--- src/rtl/rrwl_pkg.sv ---
`timescale 1ns / 1ps

package rrwl_pkg;

  // Request operations
  typedef enum logic [1:0] {
    OP_RD_LOCK   = 2'd0,
    OP_WR_LOCK   = 2'd1,
    OP_RD_UNLOCK = 2'd2,
    OP_WR_UNLOCK = 2'd3
  } op_t;

  // Result status codes
  typedef enum logic [2:0] {
    STAT_GRANTED  = 3'd0,
    STAT_WAIT     = 3'd1,
    STAT_FULL     = 3'd2,
    STAT_NOT_HELD = 3'd3,
    STAT_OVERFLOW = 3'd4
  } status_t;

  // Sequencer states
  typedef enum logic [1:0] {
    ST_IDLE,
    ST_SCAN,
    ST_EXEC
  } state_t;

  localparam int DEPTH_W  = 16;
  localparam int ID_W     = 8;
  localparam int ENTRY_W  = 4;
  localparam logic [DEPTH_W-1:0] DEPTH_MAX = '1;

endpackage

--- src/rtl/recursive_rw_lock_manager.sv ---
`timescale 1ns / 1ps

// Recursive reader/writer lock manager for one shared lock.
// Request channel (in_valid/in_ready): operation and requester_id, one beat
// per request. Response channel (out_valid/out_ready): status, write_depth
// and reader_entries, exactly one beat per request, in request order.
// A request is taken only while the sequencer is idle. It then walks the
// reader table one slot per cycle through the single comparator (owner
// match, first free slot, other live readers), then applies the update.
// The next request is taken only once that update is applied and the
// sequencer is back in idle.
// A finished response sits in the output register; the next request may be
// taken and scanned meanwhile, and its update waits in the apply step until
// the output register is free, so a stalled receiver loses nothing.
// Reset clears all valid bits, the write count and the response valid flag;
// no clearing pass is needed.
module recursive_rw_lock_manager #(
  parameter int READER_SLOTS = 8
) (
  input  logic                         clk,
  input  logic                         rst,
  input  logic                         in_valid,
  output logic                         in_ready,
  input  logic [1:0]                   operation,
  input  logic [rrwl_pkg::ID_W-1:0]    requester_id,
  output logic                         out_valid,
  input  logic                         out_ready,
  output logic [2:0]                   status,
  output logic [rrwl_pkg::DEPTH_W-1:0] write_depth,
  output logic [rrwl_pkg::ENTRY_W-1:0] reader_entries
);

  localparam int IW = $clog2(READER_SLOTS);
  localparam int CW = $clog2(READER_SLOTS + 1);
  localparam int DW = rrwl_pkg::DEPTH_W;
  localparam int NW = rrwl_pkg::ID_W;

  rrwl_pkg::state_t state, state_next;

  // Reader table: owner/depth in memory, valid bits in flops
  logic [NW-1:0]           mem_owner [READER_SLOTS];
  logic [DW-1:0]           mem_depth [READER_SLOTS];
  logic [READER_SLOTS-1:0] entry_valid;
  logic [CW-1:0]           n_valid;

  logic [DW-1:0] write_count;
  logic [NW-1:0] write_owner;

  // Captured request
  rrwl_pkg::op_t req_op;
  logic [NW-1:0] req_id;

  // Scan counter and registered read stage
  logic [CW-1:0] cnt;
  logic [IW-1:0] rd_slot;
  logic          rd_live;
  logic          rd_vbit;
  logic [NW-1:0] rd_owner;
  logic [DW-1:0] rd_depth;

  // Scan results
  logic          own_found;
  logic [IW-1:0] own_slot;
  logic [DW-1:0] own_depth;
  logic          free_found;
  logic [IW-1:0] free_slot;
  logic          others_rd;

  // Output register
  rrwl_pkg::status_t out_status;

  // Apply-step decisions
  rrwl_pkg::status_t   st_calc;
  logic                mem_we;
  logic [IW-1:0]       mem_waddr;
  logic [DW-1:0]       mem_wdepth;
  logic                vld_set, vld_clr;
  logic [DW-1:0]       wc_next;
  logic                wo_we;
  logic [CW-1:0]       n_valid_next;
  logic                commit;
  logic                other_writer;
  logic                cmp_match;

  assign in_ready       = (state == rrwl_pkg::ST_IDLE);
  assign status         = out_status;
  assign write_depth    = write_count;
  assign other_writer   = (write_count != '0) && (write_owner != req_id);
  assign cmp_match      = (rd_owner == req_id);
  assign commit         = (state == rrwl_pkg::ST_EXEC) && (!out_valid || out_ready);
  assign reader_entries = (32'(n_valid) > 32'd15) ? 4'd15 : 4'(n_valid);

  // State register
  always_ff @(posedge clk) begin
    if (rst) begin
      state <= rrwl_pkg::ST_IDLE;
    end else begin
      state <= state_next;
    end
  end

  // Next state
  always_comb begin
    state_next = state;
    unique case (state)
      rrwl_pkg::ST_IDLE: begin
        if (in_valid) state_next = rrwl_pkg::ST_SCAN;
      end
      rrwl_pkg::ST_SCAN: begin
        if (cnt == CW'(READER_SLOTS)) state_next = rrwl_pkg::ST_EXEC;
      end
      rrwl_pkg::ST_EXEC: begin
        if (commit) state_next = rrwl_pkg::ST_IDLE;
      end
      default: state_next = rrwl_pkg::ST_IDLE;
    endcase
  end

  // Apply step: decide status and table updates
  always_comb begin
    st_calc      = rrwl_pkg::STAT_GRANTED;
    mem_we       = 1'b0;
    mem_waddr    = own_slot;
    mem_wdepth   = own_depth;
    vld_set      = 1'b0;
    vld_clr      = 1'b0;
    wc_next      = write_count;
    wo_we        = 1'b0;
    n_valid_next = n_valid;
    unique case (req_op)
      rrwl_pkg::OP_RD_LOCK: begin
        if (other_writer) begin
          st_calc = rrwl_pkg::STAT_WAIT;
        end else if (own_found) begin
          if (own_depth == rrwl_pkg::DEPTH_MAX) begin
            st_calc = rrwl_pkg::STAT_OVERFLOW;
          end else begin
            mem_we     = 1'b1;
            mem_wdepth = own_depth + DW'(1);
          end
        end else if (!free_found) begin
          st_calc = rrwl_pkg::STAT_FULL;
        end else begin
          mem_we       = 1'b1;
          mem_waddr    = free_slot;
          mem_wdepth   = DW'(1);
          vld_set      = 1'b1;
          n_valid_next = n_valid + CW'(1);
        end
      end
      rrwl_pkg::OP_WR_LOCK: begin
        if (other_writer || others_rd) begin
          st_calc = rrwl_pkg::STAT_WAIT;
        end else if (write_count == rrwl_pkg::DEPTH_MAX) begin
          st_calc = rrwl_pkg::STAT_OVERFLOW;
        end else begin
          wc_next = write_count + DW'(1);
          wo_we   = 1'b1;
        end
      end
      rrwl_pkg::OP_RD_UNLOCK: begin
        if (!own_found) begin
          st_calc = rrwl_pkg::STAT_NOT_HELD;
        end else if (own_depth > DW'(1)) begin
          mem_we     = 1'b1;
          mem_wdepth = own_depth - DW'(1);
        end else begin
          mem_we       = 1'b1;
          mem_wdepth   = '0;
          vld_clr      = 1'b1;
          n_valid_next = n_valid - CW'(1);
        end
      end
      rrwl_pkg::OP_WR_UNLOCK: begin
        if ((write_count == '0) || (write_owner != req_id)) begin
          st_calc = rrwl_pkg::STAT_NOT_HELD;
        end else begin
          wc_next = write_count - DW'(1);
        end
      end
      default: st_calc = rrwl_pkg::STAT_NOT_HELD;
    endcase
  end

  // Table memory: one write port, one registered read port
  always_ff @(posedge clk) begin
    if (commit && mem_we) begin
      mem_owner[mem_waddr] <= req_id;
      mem_depth[mem_waddr] <= mem_wdepth;
    end
    rd_owner <= mem_owner[cnt[IW-1:0]];
    rd_depth <= mem_depth[cnt[IW-1:0]];
    rd_vbit  <= entry_valid[cnt[IW-1:0]];
    rd_slot  <= cnt[IW-1:0];
  end

  // Request capture, scan results and write owner
  always_ff @(posedge clk) begin
    if (in_valid && in_ready) begin
      req_op <= rrwl_pkg::op_t'(operation);
      req_id <= requester_id;
    end
    if (commit && wo_we) begin
      write_owner <= req_id;
    end
    if (state == rrwl_pkg::ST_SCAN && rd_live && rd_vbit && cmp_match && !own_found) begin
      own_slot  <= rd_slot;
      own_depth <= rd_depth;
    end
    if (state == rrwl_pkg::ST_SCAN && rd_live && !rd_vbit && !free_found) begin
      free_slot <= rd_slot;
    end
    if (commit) begin
      out_status <= st_calc;
    end
  end

  // Control registers
  always_ff @(posedge clk) begin
    if (rst) begin
      entry_valid <= '0;
      n_valid     <= '0;
      write_count <= '0;
      cnt         <= '0;
      rd_live     <= 1'b0;
      own_found   <= 1'b0;
      free_found  <= 1'b0;
      others_rd   <= 1'b0;
      out_valid   <= 1'b0;
    end else begin
      // Start a scan
      if (in_valid && in_ready) begin
        cnt        <= '0;
        rd_live    <= 1'b0;
        own_found  <= 1'b0;
        free_found <= 1'b0;
        others_rd  <= 1'b0;
      end
      // One slot per cycle through the comparator
      if (state == rrwl_pkg::ST_SCAN) begin
        rd_live <= (cnt != CW'(READER_SLOTS));
        if (cnt != CW'(READER_SLOTS)) cnt <= cnt + CW'(1);
        if (rd_live) begin
          if (rd_vbit && cmp_match) own_found <= 1'b1;
          if (!rd_vbit) free_found <= 1'b1;
          if (rd_vbit && !cmp_match && (rd_depth != '0)) others_rd <= 1'b1;
        end
      end
      // Apply the update
      if (commit) begin
        write_count <= wc_next;
        n_valid     <= n_valid_next;
        if (vld_set) entry_valid[mem_waddr] <= 1'b1;
        if (vld_clr) entry_valid[mem_waddr] <= 1'b0;
      end
      // Response beat
      if (commit) begin
        out_valid <= 1'b1;
      end else if (out_ready) begin
        out_valid <= 1'b0;
      end
    end
  end

endmodule

--- config.mk ---
export PLATFORM = sky130hd
export DESIGN_NAME = recursive_rw_lock_manager
export DESIGN_NICKNAME = d
export VERILOG_FILES = /design/src/rtl/rrwl_pkg.sv /design/src/rtl/recursive_rw_lock_manager.sv
export SDC_FILE = /design/constraint.sdc
export NUM_CORES = 1
export LEC_CHECK = 0
export BUFFER_PORTS_ARGS = -buffer_cell sky130_fd_sc_hd__buf_2
export CORE_UTILIZATION = 35
export CTS_BUF_LIST = sky130_fd_sc_hd__clkbuf_8
export CTS_CLUSTER_SIZE = 30
export DETAILED_ROUTE_END_ITERATION = 16
export PLACE_DENSITY = 0.48
export RECOVER_POWER = 50
export SLEW_MARGIN = 20
export SYNTH_ARGS = -nofsm -noshare
export SYNTH_HDL_FRONTEND = slang
export SYNTH_SLANG_ARGS = --single-unit
--- constraint.sdc ---
create_clock -name clk -period 4 [get_ports clk]
set_clock_uncertainty 0.15 [all_clocks]
set_input_delay 0.4 -clock clk [delete_from_list [all_inputs] [get_ports clk]]
set_output_delay 0.4 -clock clk [all_outputs]
set_load 0.02 [all_outputs]
==> metrics, run 1 <==
WL/cell=roughly 20 µm; top sig layer=met4; post-synth cell types=a little over 80; asr flop ratio synth=0%; syn nets=988; clk slew on worst S/H paths=roughly 0.070 ns; CTS tree=done; RR Startpoint=req_id[0]; Via density=5.28; worst skew pair latency=0.62 ns; largest net degree at the start of global routing=58; WS Path Type=reg -> reg; cells after synthesis=between 900 and 1000; Die Wd=around 200 µm; r2r endpoint=mem_depth[7][8]; vias in the first global route=8397; H-tree depth=2; Pwr Density=between 400 and 500 nW/µm²; Cell Count, Final, Fillers Out=about 1600; # rows=71; failing checks=max-capacitance violations, max-slew violations; TritonRoute pass-1 iters=5; crit path DAT=approximately 3.8 ns; IO Count=39; Max Clk Rate=approximately 270 MHz; Worst Setup SP=req_id[0]; status=finished with violations; Port Buffers=38; Met3 Wirelength=1950 µm; Via Count=between 8000 and 9000; Worst Reg-to-Reg Cells=7; Placed Instances=between 1000 and 1500; Final Setup Violations=0; Layout Nets=between 1000 and 1500; synth top area cells=edfxtp_1 (53%), dfxtp_1 (10%), mux4_2 (8.4%); CP Launch Type=register; WHS Path Cells=2; register bit total from synthesis=302; initial antenna violation count=0; core area=approximately 38000 µm²; Placer Congestion=~0.85; met1 wire length=roughly 15000 µm; area share of the largest cell type after synthesis=52.7%; final wirelength=31900 µm; GRT overflow=0; first-pass GRT wire length=between 50000 and 60000 µm; Setup TNS=0 ns; total track usage=between 10% and 20%; Die ar.=a little under 40000 µm²; number of flops mapped to enable cells by yosys=roughly 240; layout cells sized above 1=a little under a fifth; critical path endpoint category=register; Residual DRC=0; Synth Area per Inst=14.1 µm²; sequential area share after synthesis=roughly 63%; yosys warns=0; worst-path maximum fanout=12; worst-case clock buffer depth=3; Critical Path RT=just over 4 ns; clock sinks=approximately 300; initial drt markers=between 500 and 600; maximum VDD drop=~0.00029 V; Post-Syn Area=between 10000 and 15000 µm²; metal2 WL=approximately 15000 µm; max capacitance violation total=3; # diodes=0; Final Hold Fails=0; Least-Margin Pin Slew=approximately 2.2 ns; RSZ-0062 raised after global routing=false; relative slew slack=-44.8%; Area Overhead vs Synth=15.5%; LEAKAGE=0.00505 µW; Design Power=roughly 6400 µW; Tcrit/Tclk final=91.8%; Clock Tree Root=clkbuf_8; CTS buffer count=51; final worst path period need=roughly 3.7 ns; setup slack, reg-to-reg=0.33 ns; CTS Hold Buffers Added=12; CTS resizes=0; Post-CTS Setup Inserts=0; Critical Path End=mem_depth[7][8]; Hold WC Path Type=in -> reg; fillcell total=~3600; antenna-violating nets left=0; Die Y=between 150 and 200 µm; main flop type after synthesis=edfxtp_1; fin. max-slew vios=about 90; DP HPWL=20000 µm; largest area contributor in the netlist=edfxtp_1; starting density of the core=about 36%
-- metal layers --
| layer | track usage (%) | up-vias |
|---|---|---|
| met5 | 0 | - |
| met4 | 6.63 | 0 |
| met3 | 3.89 | 49 |
| met2 | 26.1 | 247 |
| met1 | 23.3 | 4172 |
| li1 | - | 3952 |
-- synth_stat cells, types with 13 or more instances --
| master | number |
|---|---|
| nand4_1 | 15 |
| nand3_1 | 18 |
| mux4_2 | 50 |
| xor2_1 | 17 |
| o211ai_1 | 13 |
| nor3_1 | 20 |
| clkbuf_1 | 28 |
| buf_2 | 17 |
| nor2b_1 | 19 |
| mux2_2 | 26 |
| a21oi_1 | 39 |
| inv_1 | 24 |
| o21ai_0 | 40 |
| ha_1 | 21 |
| edfxtp_1 | 235 |
| nor2_1 | 51 |
| dfxtp_1 | 67 |
| nand2_1 | 58 |
| nor4_1 | 16 |
-- worst max-delay path: stages (launching register included) --
cell	delay, ns
edfxtp_1	0.54
xor2_1	0.23
nor4_2	0.56
a21oi_2	0.32
clkbuf_1	0.33
nor2_1	0.42
nand2_1	0.09
o211ai_1	0.70
-- metrics by stage --
| step | hold slack, ns | worst slack [ns] | util, % | cell area (µm²) |
|---|---|---|---|---|
| final | 0.260 | 0.329 | 41.1 | 15500 |
| after global routing | 0.264 | 0.150 | 41.1 | 15500 |
| after CTS | 0.215 | 0.447 | 41.4 | 15600 |
| after detailed placement | 0.265 | 0.467 | 38.5 | 14500 |
| after global placement | 0.260 | 0.554 | 38.5 | 14500 |
| after floorplan | 0.203 | 0.405 | - | 13400 |
-- how the worst min path moves through the flow --
| stage | from | to | slack (ns) |
|---|---|---|---|
| after global placement | rd_slot[1] | own_slot[1] | 0.26 |
| after global routing | rst | state[1] | 0.26 |
| after CTS | rst | cnt[3] | 0.21 |
| after floorplan | cnt[1] | rd_slot[1] | 0.20 |
| final | rst | reader_entries[2] | 0.26 |
| after detailed placement | rd_slot[1] | free_slot[1] | 0.26 |
-- logic make-up (layout without fill, tap and decap cells) --
group                      Yosys count  in the layout  synth area share, %
buffers and inverters               75            207                 2.40
AOI/OAI and AO/OA                  182            182                 9.16
adders and majority gates           23             23                 2.26
xor gates and xnor gates            26             26                 1.70
and+or+nand+nor                    264            264                 11.0
muxes                               79             79                 10.8
DFF                                302            302                 62.7
-- sequential cells by signal, summed over array words and instances, names as in the netlist, 2 cells and up --
name / flops
mem_depth: 128
mem_owner: 64
own_depth: 16
rd_depth: 16
write_depth: 16
entry_valid: 8
rd_owner: 8
req_id: 8
write_owner: 8
cnt: 4
reader_entries: 4
free_slot: 3
own_slot: 3
rd_slot: 3
status: 3
req_op: 2
state: 2
-- where the power goes --
| part | switching (µW) | leakage (µW) | internal (µW) |
|---|---|---|---|
| clock network | 1280 | 0.000598 | 1440 |
| registers | 30.2 | 0.00267 | 3400 |
| logic | 139 | 0.00177 | 111 |
-- cell type report --
type / count / area (µm²) / area share [%]
clock buffer: 57 / 785 / 5.07
clock inverter: 37 / 223 / 1.44
inverter: 24 / 90.1 / 0.582
multi-input combinational: 574 / 4720 / 30.5
sequential: 302 / 8400 / 54.3
tap: 511 / 639 / 4.13
timing repair buffer: 89 / 622 / 4.02
-- layout by cell type, fill, tap and decap left out, drive strengths merged, types with 13 or more instances in the layout --
| cell type | synthesis | layout |
|---|---|---|
| inv | 24 | 51 |
| nand2 | 58 | 58 |
| edfxtp | 235 | 235 |
| buf | 22 | 35 |
| nor3 | 21 | 21 |
| ha | 21 | 21 |
| nor4 | 21 | 21 |
| a211oi | 13 | 13 |
| nand3 | 19 | 19 |
| o211ai | 13 | 13 |
| dfxtp | 67 | 67 |
| nor2b | 20 | 20 |
| clkbuf | 29 | 99 |
| nor2 | 53 | 53 |
| a21oi | 39 | 39 |
| o21ai | 43 | 43 |
| nand4 | 16 | 16 |
| mux2 | 27 | 27 |
| mux4 | 50 | 50 |
| xor2 | 17 | 17 |
No activity file was read; power rests on OpenSTA's default activity.
==> inputs of run 2 (changes only) <==
--- a/config.mk
+++ b/config.mk
@@ -6,12 +6,14 @@
 export NUM_CORES = 1
 export LEC_CHECK = 0
 export BUFFER_PORTS_ARGS = -buffer_cell sky130_fd_sc_hd__buf_2
+export CORE_ASPECT_RATIO = 0.6
 export CORE_UTILIZATION = 35
 export CTS_BUF_LIST = sky130_fd_sc_hd__clkbuf_8
 export CTS_CLUSTER_SIZE = 30
 export DETAILED_ROUTE_END_ITERATION = 16
 export PLACE_DENSITY = 0.48
 export RECOVER_POWER = 50
+export SKIP_LAST_GASP = 1
 export SLEW_MARGIN = 20
 export SYNTH_ARGS = -nofsm -noshare
 export SYNTH_HDL_FRONTEND = slang
==> metrics, run 2 (synthesized netlist as in run 1, its figures left out) <==
initial antenna violation count=0 (unchanged); Cell Count, Final, Fillers Out=1597 (+0.19%); crit path DAT=3.63 ns (-0.18 ns); worst skew pair latency=0.58 ns (-0.04 ns); CTS buffer count=45 (-12%); Via density=5.45 (+3.2%); core area=37700 µm² (+0.12%); GRT overflow=0 (unchanged); Hold WC Path Type=reg -> reg; Via Count=8707 (+3.4%); Least-Margin Pin Slew=2.05 ns (-0.120 ns); Post-CTS Setup Inserts=0 (unchanged); Critical Path RT=4.05 ns (-0.09 ns); worst-case clock buffer depth=3 (unchanged); Die Y=154 µm (-22%); clk slew on worst S/H paths=0.07 ns (about the same); commonest cells after routing, fill and taps aside=edfxtp_1 (235), dfxtp_1 (66), nand2_1 (58), nor2_1 (51), mux4_2 (50); TritonRoute pass-1 iters=5 (unchanged); max capacitance violation total=4 (+1); RR Startpoint=req_id[0]; maximum VDD drop=0.000209 V (-27%); first-pass GRT wire length=52600 µm (+5.0%); WL/cell=21.6 µm (+8.2%); Max Clk Rate=280 MHz (+2.6%); Die ar.=39100 µm² (about the same); Tcrit/Tclk final=89.4% (-2.4 points); Setup TNS=0 ns (unchanged); Residual DRC=0 (unchanged); Worst Reg-to-Reg Cells=8 (+1); Placer Congestion=0.903 (+6.1%); worst-path maximum fanout=24 (+12); most flop-heavy register=mem_depth; Port Buffers=38 (unchanged); Die Wd=255 µm (+29%); CTS Hold Buffers Added=12 (unchanged); CP Launch Type=register; failing checks=max-capacitance violations, max-slew violations; IO Count=39 (unchanged); r2r endpoint=mem_depth[1][14]; WS Path Type=reg -> reg; met1 wire length=18600 µm (+28%); starting density of the core=35.5% (-0.042 points); total track usage=18.0% (+1.0 points); Met3 Wirelength=2440 µm (+26%); Area Overhead vs Synth=14.2%; Worst Hold Path EP=free_slot[1]; max reg flops=128 (unchanged); setup slack, reg-to-reg=0.42 ns (+0.09 ns); metal2 WL=12900 µm (-11%); H-tree depth=2 (unchanged); critical path endpoint category=register; hold_sp=rd_slot[1]; relative slew slack=-36.8% (+8.0 points); clock sinks=302 (unchanged); vias in the first global route=8148 (-3.0%); Design Power=6000 µW (-6.3%); LEAKAGE=0.00499 µW (-1.2%); final wirelength=34500 µm (+8.4%); Layout Nets=1085 (+0.56%); antenna-violating nets left=0 (unchanged); DP HPWL=22600 µm (+13%); Final Setup Violations=0 (unchanged); layout cells sized above 1=18.5% (-0.11 points); final worst path period need=3.58 ns (-0.0944 ns); top sig layer=met4; Clock Tree Root=clkbuf_8; WHS Path Cells=0 (-2); top flop regs=mem_depth (128), mem_owner (64); commonest non-fill, non-tap cell in the layout=edfxtp_1; # rows=55 (-23%); CTS tree=done; Placed Instances=1502 (+0.94%); RSZ-0062 raised after global routing=false; Final Hold Fails=0 (unchanged); # diodes=0 (unchanged); fin. max-slew vios=112 (+23%); largest net degree at the start of global routing=49 (-16%); initial drt markers=819 (+56%); CTS resizes=0 (unchanged); status=finished with violations; Pwr Density=392 nW/µm² (-5.2%)
-- run 2: worst max-delay path: stages, from the launching register on --
cell      delay [ns]
edfxtp_1        0.53
xor2_1          0.22
nor4_1          0.58
a21oi_2         0.29
o41ai_1         0.52
o21ai_1         0.13
buf_4           0.23
nor2b_4         0.12
buf_4           0.43
-- run 2: final cells by class --
cell class	count	area [µm²]
Clock buffer	48	661
Clock inverter	35	158
Fill cell	3607	22400
Inverter	24	90.1
Multi-Input combinational cell	574	4710
Sequential cell	302	8400
Tap cell	513	642
Timing Repair Buffer	101	643
-- run 2: power by group --
group / internal, µW / total, µW / leakage (µW) / switching (µW)
sequential: 3390 / 3420 / 0.00267 / 29.6
combinational: 112 / 256 / 0.00180 / 144
clock: 1120 / 2320 / 0.000511 / 1200
total: 4630 / 6000 / 0.00499 / 1370
-- run 2: how the worst max path moves through the flow --
stage	startpoint	end	slack [ns]	cells after the start
floorplan	req_id[3]	mem_depth[2][0]	0.41	7
global placement	write_depth[7]	mem_depth[1][4]	0.58	9
detailed placement	write_depth[7]	mem_depth[1][4]	0.64	9
CTS	req_id[0]	mem_depth[1][14]	0.60	8
global route	req_id[0]	mem_depth[1][11]	0.20	8
finish	req_id[0]	mem_depth[1][14]	0.42	8
-- run 2: layer usage --
metal,global-route usage (%),vias to the layer above
met2,22.2,302
li1,-,3972
met1,30.4,4386
met3,4.22,47
met5,0,-
met4,4.36,0
-- run 2: per-stage QoR --
| step | util, % | cell area (µm²) | setup slack (ns) | hold WS (ns) |
|---|---|---|---|---|
| after global placement | 38.5 | 14500 | 0.584 | 0.264 |
| after detailed placement | 38.5 | 14500 | 0.642 | 0.267 |
| after CTS | 41.0 | 15500 | 0.602 | 0.277 |
| after floorplan | - | 13400 | 0.405 | 0.203 |
| final | 40.6 | 15300 | 0.423 | 0.279 |
| after global routing | 40.6 | 15300 | 0.197 | 0.298 |
==> inputs of run 3 (changes only) <==
--- a/config.mk
+++ b/config.mk
@@ -7,12 +7,13 @@
 export LEC_CHECK = 0
 export BUFFER_PORTS_ARGS = -buffer_cell sky130_fd_sc_hd__buf_2
 export CORE_ASPECT_RATIO = 0.6
-export CORE_UTILIZATION = 35
+export CORE_UTILIZATION = 25
 export CTS_BUF_LIST = sky130_fd_sc_hd__clkbuf_8
 export CTS_CLUSTER_SIZE = 30
 export DETAILED_ROUTE_END_ITERATION = 16
-export PLACE_DENSITY = 0.48
+export PLACE_DENSITY = 0.37
 export RECOVER_POWER = 50
+export SETUP_SLACK_MARGIN = 0.5
 export SKIP_LAST_GASP = 1
 export SLEW_MARGIN = 20
 export SYNTH_ARGS = -nofsm -noshare
==> metrics, run 3 (synthesized netlist as in run 1, its figures left out) <==
worst-case clock buffer depth=3 (unchanged); WS Path Type=reg -> reg; Die ar.=54600 µm² (+40%); Via density=4.77 (-13%); WL/cell=21.3 µm (-1.4%); worst skew pair latency=0.59 ns (about the same); fin. max-slew vios=23 (-79%); CTS buffer count=47 (+4.4%); Area Overhead vs Synth=18.6%; Least-Margin Pin Slew=1.55 ns (-0.506 ns); vias in the first global route=8609 (+5.7%); Final Hold Fails=0 (unchanged); total track usage=14.3% (-3.8 points); Setup Slack @ Placement=0.427 ns (-0.215 ns); LEAKAGE=0.00512 µW (+2.6%); CTS tree=done; WHS Path Cells=0 (unchanged); Worst Reg-to-Reg Cells=10 (+2); starting density of the core=25.4% (-10 points); initial antenna violation count=0 (unchanged); RR Startpoint=req_id[0]; crit path DAT=3.52 ns (-0.11 ns); most flop-heavy register=mem_depth; RSZ-0062 raised after global routing=false; Final Setup Violations=0 (unchanged); Max Clk Rate=294 MHz (+5.2%); max capacitance violation total=1 (-3); Setup TNS=0 ns (unchanged); Critical Path RT=4.12 ns (+0.07 ns); utilization after layout=30.1% (-10 points); CP Launch Type=register; relative slew slack=-3.22% (+34 points); maximum VDD drop=0.000188 V (-10%); clock sinks=302 (unchanged); # diodes=0 (unchanged); antenna-violating nets left=0 (unchanged); DP HPWL=25500 µm (+13%); critical path endpoint category=register; max reg flops=128 (unchanged); Tcrit/Tclk final=85.0% (-4.4 points); status=finished with violations; Worst Hold Path EP=free_slot[1]; hold_sp=rd_slot[1]; commonest cells after routing, fill and taps aside=edfxtp_1 (235), dfxtp_1 (67), nand2_1 (58), clkbuf_8 (57), nor2_1 (51); layout cells sized above 1=20.9% (+2.4 points); H-tree depth=2 (unchanged); r2r endpoint=mem_depth[4][9]; worst-path maximum fanout=22 (-8.3%); Via Count=8590 (-1.3%); clk slew on worst S/H paths=0.07 ns (about the same); core area=52700 µm² (+40%); Port Buffers=38 (unchanged); Design Power=6390 µW (+6.5%); setup ws final=0.601 ns (+0.177 ns); Placer Congestion=0.814 (-9.9%); initial drt markers=648 (-21%); Die Y=181 µm (+18%); Residual DRC=0 (unchanged); Clock Tree Root=clkbuf_8; top flop regs=mem_depth (128), mem_owner (64); IO Count=39 (unchanged); # rows=65 (+18%); Pwr Density=402 nW/µm² (+2.6%); Die Wd=301 µm (+18%); first-pass GRT wire length=58200 µm (+11%); final wirelength=38400 µm (+11%); Layout Nets=1098 (+1.2%); final worst path period need=3.40 ns (-0.177 ns); Hold WC Path Type=reg -> reg; largest net degree at the start of global routing=46 (-6.1%); commonest non-fill, non-tap cell in the layout=edfxtp_1; GRT overflow=0 (unchanged); setup slack, reg-to-reg=0.60 ns (+0.18 ns); TritonRoute pass-1 iters=5 (unchanged); failing checks=max-capacitance violations, max-slew violations; Hold Slack=0.288 ns (+0.00877 ns)
-- run 3: changes by cell type in the layout (fill, tap and decap cells not counted), moves of 2 or more --
cell / before / now
buf_12: 4 / 10
buf_2: 8 / 11
buf_4: 30 / 34
bufinv_16: 0 / 2
clkbuf_1: 46 / 44
clkbuf_8: 48 / 57
clkinvlp_4: 0 / 2
inv_1: 47 / 40
nor4_1: 19 / 17
-- run 3: layout make-up --
cell class | count | area, µm²
clock buffers | 57 | 785
clock inverters | 29 | 184
fillers | 5361 | 36800
inverters | 24 | 90.1
multi-input cells | 574 | 4750
flip-flops and latches | 302 | 8400
well taps | 703 | 880
repair buffers | 112 | 801
-- run 3: critical path, stage by stage (launching register included) --
cell	delay [ns]
edfxtp_1	0.42
xor2_1	0.21
nor4_4	0.37
clkbuf_1	0.21
a21oi_1	0.12
buf_4	0.25
nor4b_1	0.40
o21ai_2	0.28
buf_4	0.26
nor2b_4	0.17
buf_12	0.20
-- run 3: where the power goes --
group / switching (µW) / internal, µW / total (µW)
sequential: 30.7 / 3390 / 3420
combinational: 154 / 116 / 270
clock: 1270 / 1430 / 2690
total: 1450 / 4940 / 6390
-- run 3: per-layer routing --
metal | track usage (%) | share of wire, %
met1 | 23.7 | 55
met3 | 3.03 | 5.3
met5 | 0 | 0
met4 | 2.68 | 1.2
met2 | 18.2 | 38
-- run 3: worst max-delay path by stage --
stage / start / to / slack (ns) / cells past startpoint
final: req_id[0] / mem_depth[4][9] / 0.60 / 10
after floorplan: req_id[3] / mem_depth[0][0] / 0.46 / 6
after detailed placement: req_id[3] / mem_depth[6][14] / 0.43 / 9
after global placement: req_id[3] / mem_depth[6][14] / 0.39 / 9
after global routing: req_id[5] / own_depth[12] / 0.34 / 6
after CTS: req_id[3] / mem_depth[4][14] / 0.55 / 10
-- run 3: what timing repair did --
| action | 4_1_cts | 5_1_grt |
|---|---|---|
| hold endpoints to repair | 12 | 0 |
| resized for setup | 2 | 4 |
| buffers inserted | 2 | 0 |
| endpoints found under the setup margin | 110 | 68 |
| pin swaps | 0 | 0 |
| hold buffers | 12 | 0 |
-- run 3: metrics by stage --
stage	instance area, µm²	instances
final	15900	1801
after detailed placement	14900	1701
after global placement	14900	1701
after floorplan	13400	951
after global routing	15900	1801
after CTS	16000	1801
